[config.mk]
export PLATFORM = sky130hd
export DESIGN_NAME = ufmr_ram
export DESIGN_NICKNAME = d
export VERILOG_FILES = /design/src/rtl/core/union_find_min_root_defines.svh /design/src/rtl/core/ufmr_ram.sv
export SDC_FILE = /design/constraint.sdc
export NUM_CORES = 2
export LEC_CHECK = 0
export BUFFER_PORTS_ARGS = -buffer_cell sky130_fd_sc_hd__clkbuf_2
export CAP_MARGIN = 15
export CORE_MARGIN = 2
export CORE_UTILIZATION = 40
export CTS_CLUSTER_DIAMETER = 60
export DETAILED_ROUTE_END_ITERATION = 6
export HOLD_SLACK_MARGIN = 0.02
export PLACE_DENSITY = 0.54
export SLEW_MARGIN = 20
export SYNTH_ARGS = -nofsm -noshare
export SYNTH_HDL_FRONTEND = slang
export SYNTH_MEMORY_MAX_BITS = 65536
export SYNTH_SLANG_ARGS = --single-unit
[constraint.sdc]
create_clock -name clock -period 3.35 [get_ports clock]
set_input_delay 0.67 -clock clock [delete_from_list [all_inputs] [get_ports clock]]
set_output_delay 0.67 -clock clock [all_outputs]
set_load 0.005 [all_outputs]
[src/rtl/core/union_find_min_root_defines.svh]
// Assertion macros for the union-find engine.
// Used by union_find_min_root.sv; depends on nothing else.
`ifndef UNION_FIND_MIN_ROOT_DEFINES_SVH
`define UNION_FIND_MIN_ROOT_DEFINES_SVH

`ifndef SYNTHESIS
// check that a property holds at every rising clock edge outside reset
`define UFMR_ASSERT(name, clk, rst, prop, msg) \
   name: assert property (@(posedge clk) disable iff (rst) prop) else $error(msg);
// check that a condition never occurs outside reset
`define UFMR_ASSERT_NEVER(name, clk, rst, expr, msg) \
   name: assert property (@(posedge clk) disable iff (rst) !(expr)) else $error(msg);
`else
`define UFMR_ASSERT(name, clk, rst, prop, msg)
`define UFMR_ASSERT_NEVER(name, clk, rst, expr, msg)
`endif

`endif

[src/rtl/core/ufmr_ram.sv]
// Generic single-write, single-read RAM with registered read data.
// No dependencies.
module ufmr_ram #(
   parameter int WIDTH = 9,
   parameter int DEPTH = 512
) (
   input  logic                     clock,
   input  logic                     wr_en,
   input  logic [$clog2(DEPTH)-1:0] wr_addr,
   input  logic [WIDTH-1:0]         wr_data,
   input  logic                     rd_en,
   input  logic [$clog2(DEPTH)-1:0] rd_addr,
   output logic [WIDTH-1:0]         rd_data
);

   logic [WIDTH-1:0] mem_ff [DEPTH];
   logic [WIDTH-1:0] rd_data_ff;

   always_ff @(posedge clock) begin
      if (wr_en) begin
         mem_ff[wr_addr] <= wr_data;
      end
      if (rd_en) begin
         rd_data_ff <= mem_ff[rd_addr];
      end
   end

   assign rd_data = rd_data_ff;

endmodule

Word level (Yosys, flattened, before mapping)
Memories as Yosys holds them, arrays and structs flattened. A register that Yosys moved wholly into a read port is not among the register bits.
Index checks and enable logic that the tools add are counted.
{"block": "op_classes", "muxes": 2}
{"op": "$mux W1", "n": 2}
{"block": "totals", "regBits": 0, "mem_bits_rw": 4608, "input_bits": 30, "out_inout_bits": 9, "wordCells": 3, "mem_count": 1}
{"name": "mem_ff", "words": 512, "word_bits": 9, "read_ports": 1, "rd_ports_with_merged_regs": 1, "write_ports": 1, "line_no": "ufmr_ram.sv:16", "rtl": "logic [WIDTH-1:0] mem_ff [DEPTH];"}

Logic depth before layout (Yosys ltp)
{"block": "depth", "word_depth": 2, "mapped_depth": 13, "depth_no_buf": 7}

Worst setup path after synthesis
No wires, ideal clock.
{"block": "synth_path", "path_kind": "input -> register", "startpoint": "in rd_addr[0]", "endpoint": "reg rd_data_ff[0], in the netlist rd_data[0] (read register of mem_ff) (data pin)", "setup_ns": 0.257, "arrival_ns": 2.589, "t_required_ns": 3.093, "setup_slack_ns": 0.504, "cell_stages": 9, "path_buffers": 4, "path_cell_list": "buf_6 buf_12 buf_12 buf_4 mux4_2 mux4_2 o21ai_1 o21ai_1 and4bb_1"}
{"item": "from (decl)", "line_no": "ufmr_ram.sv:12", "rtl": "input logic [$clog2(DEPTH)-1:0] rd_addr,"}
{"item": "to (decl)", "line_no": "ufmr_ram.sv:17", "rtl": "logic [WIDTH-1:0] rd_data_ff;"}

==> results.cfg <==
[outcome]
outcome = complete, no violations

[placed_design]
portBuffers = 38
place_congestion = 0.876
placedCellCount = 15700
hpwlAfterDp_um = 332000

[cts]
clock-sinks = 4617
clk_latency_ps = 1030
root_buffer = clkbuf_16
cts_setup_buffers = 0
cts_resized = 0
cts_buffers = 479
cts_tree = yes
clock_path_buffers = 4
clk_pin_slew_ps = 60
cts_hold_buffers = 0
ctsHtreeMaxLevel = 5

[logic_synthesis]
ys.flop_type = edfxtp_1
yosys.area.top_type = edfxtp_1
avgSynthCellArea_um2 = 20.2
synth_seq_cells = 4617
synth_edf_count = 4617
syn_nets = 8918
synth_most_common_cell = edfxtp_1
ys_warn_count = 0
postSynthCellCount = 8888
synthTopCellsByArea = edfxtp_1 77%, mux4_2 9.4%, mux2i_1 4.9%
syn_area_mm2 = 0.180
synth.top_cell.area_share_pct = 77.2
async_reset_ff_share_pct = 0
ys_seq_area_share_pct = 77.2
synth_commonest_cells = 4617 x edfxtp_1, 879 x mux2i_1, 747 x mux4_2
ys_types = 50

[power]
ir_worst_vdd_mv = 0.485
p_total_uw = 123000
powerDensity_mw_per_mm2 = 577
p_leak_uw = 0.0700

[floorplanning]
core_area_mm2 = 0.448
pin_count = 39
die_h_um = 674
dieArea_mm2 = 0.455
rows = 246
initial_core_util_pct = 40.1
die_x_um = 674

[setup_path]
cp_cell_sequence = buf_12, buf_12, buf_4, mux2i_1, o221ai_1, a21oi_1, o21ai_0, nand4_1, buf_4, nand4_1, buf_4, and4bb_1
critPathCaptureType = register
startpoint_type = input pin
crit_start = rd_addr[0]
cp.required_ps = 4220
path_max_fanout = 19
cp_common_cell = buf_4
slowest_delay_ps = 500
critical_path_arrival_ps = 4020
critical_path_class = input pin to register
reg2reg_from = mem_ff[89][4]
cp_slowest_cell = o21ai_0

[global_routing]
grt_use_met1_pct = 31.3
grtUsageMet3_pct = 3.30
grt_pass1_wl_um = 718000
grt_start_max_net_pins = 100
antenna_found_initial = 37
grt_pass1_vias = 95300
grt_overflow_total = 0
grt_usage_pct = 22.0
gr-max-usage-layer = met2
grt_util_met2_pct = 35.4

[detailed_routing]
vias = 94800
drt-vias-per-instance = 5.70
drtIter0Drc = 11000
drcViolationCount = 0
post_drt_wl_per_cell_um = 30.6
drt_pass1_iterations = 5
wl_um = 509000
ant_nets = 0

[flow_run]
cap_viol_max_count = 0

[sta]
setup_viol = 0
rsz0062_at_grt = no
maxSlewViolCount = 0
skew_ps = 80.1
worst_pin_slew_ps = 1080
period_needed_ps = 3150
finalCritPeriodShare_pct = 94.1
fmax_ghz = 0.317
hold_viol = 0
slew_headroom_pct = 28.0

[worst_hold_path]
hold_start = wr_data[8]
worstHoldPathType = input pin to register

[layout]
final_nets = 10300
final_util_pct = 47.5
instances_no_fill = 16600
fillerInstances = 37300
drive_gt1_share_pct = 27.6
area_delta_synth_final_pct = 18.6
-- flip-flops by register name, summed over array words and instances (netlist names) --
| register | count |
|---|---|
| mem_ff | 4608 |
| rd_data | 9 |
-- through the flow --
step	cell area, um2	TNS (ps)	hold slack (ps)	setup slack, ps
2_1_floorplan	180000	0	769	504
3_3_place_gp	198000	-5770	1160	-826
3_5_place_dp	198000	-5810	1170	-836
4_1_cts	213000	0	67.0	246
5_1_grt	213000	0	94.3	112
6_report	213000	0	102	197
-- metal layers --
| metal | share of wire (%) | routed length, um | vias up |
|---|---|---|---|
| li1 | - | - | 40000 |
| met1 | 42 | 215000 | 50400 |
| met2 | 47 | 242000 | 3653 |
| met3 | 7.0 | 35500 | 755 |
| met4 | 3.2 | 16200 | 16 |
| met5 | 0.019 | 95 | - |
-- cell type report --
| type | instances | area, um2 | share of cell area [%] |
|---|---|---|---|
| Sequential cell | 4617 | 139000 | 65.1 |
| Multi-Input combinational cell | 3705 | 37900 | 17.8 |
| Timing Repair Buffer | 1459 | 13600 | 6.37 |
| Clock buffer | 591 | 12500 | 5.88 |
| Tap cell | 5952 | 7450 | 3.50 |
| Clock inverter | 302 | 2900 | 1.36 |
| Inverter | 4 | 23.8 | 0.0112 |
| Antenna cell | 5 | 12.5 | 0.00587 |
-- worst paths after layout --
kind,end,slack (ps),depth (start not counted)
hold reg to reg,rd_data[4],1290,5
hold / removal,mem_ff[39][8],100,1
setup reg to reg,rd_data[4],420,10
setup / recovery,rd_data[8],200,12
-- power breakdown --
part	switching, uW	internal (uW)
logic	4290	2560
registers	55.5	63600
clock network	22300	30000
total	26600	96200
-- critical path, delay by kind of cell --
kind | cells | cell delay, ps
AO/OA/AOI/OAI | 3 | 990
buffers and inverters | 5 | 1330
multiplexers | 1 | 170
AND/OR/NAND/NOR | 3 | 760
-- cells in the final DEF (no fill, tap or decap), types with 12 or more instances in the layout --
master,instances
a211oi_1,15
a21oi_1,217
a22oi_1,51
a31oi_1,13
and2_1,17
buf_12,208
buf_4,1214
bufinv_16,45
clkbuf_1,106
clkbuf_16,485
clkbuf_2,25
clkinv_1,105
clkinv_2,98
clkinvlp_4,16
edfxtp_1,4617
inv_6,12
mux2_2,17
mux2i_1,879
mux4_2,747
nand2_1,112
nand2_4,12
nand3_1,21
nand4_1,66
nor2_1,597
nor3_1,45
nor4_1,27
o21ai_0,128
o21ai_1,17
o221ai_1,425
o22ai_1,192
o31ai_1,19
-- cell families after synthesis --
kind of cell	Yosys count	synth area share, %
muxes	1643	14.4
DFF	4617	77.2
and+or+nand+nor	960	2.33
AOI/OAI and AO/OA	1102	4.30
buffers and inverters	566	1.85
No activity file was read; power rests on OpenSTA's default activity.
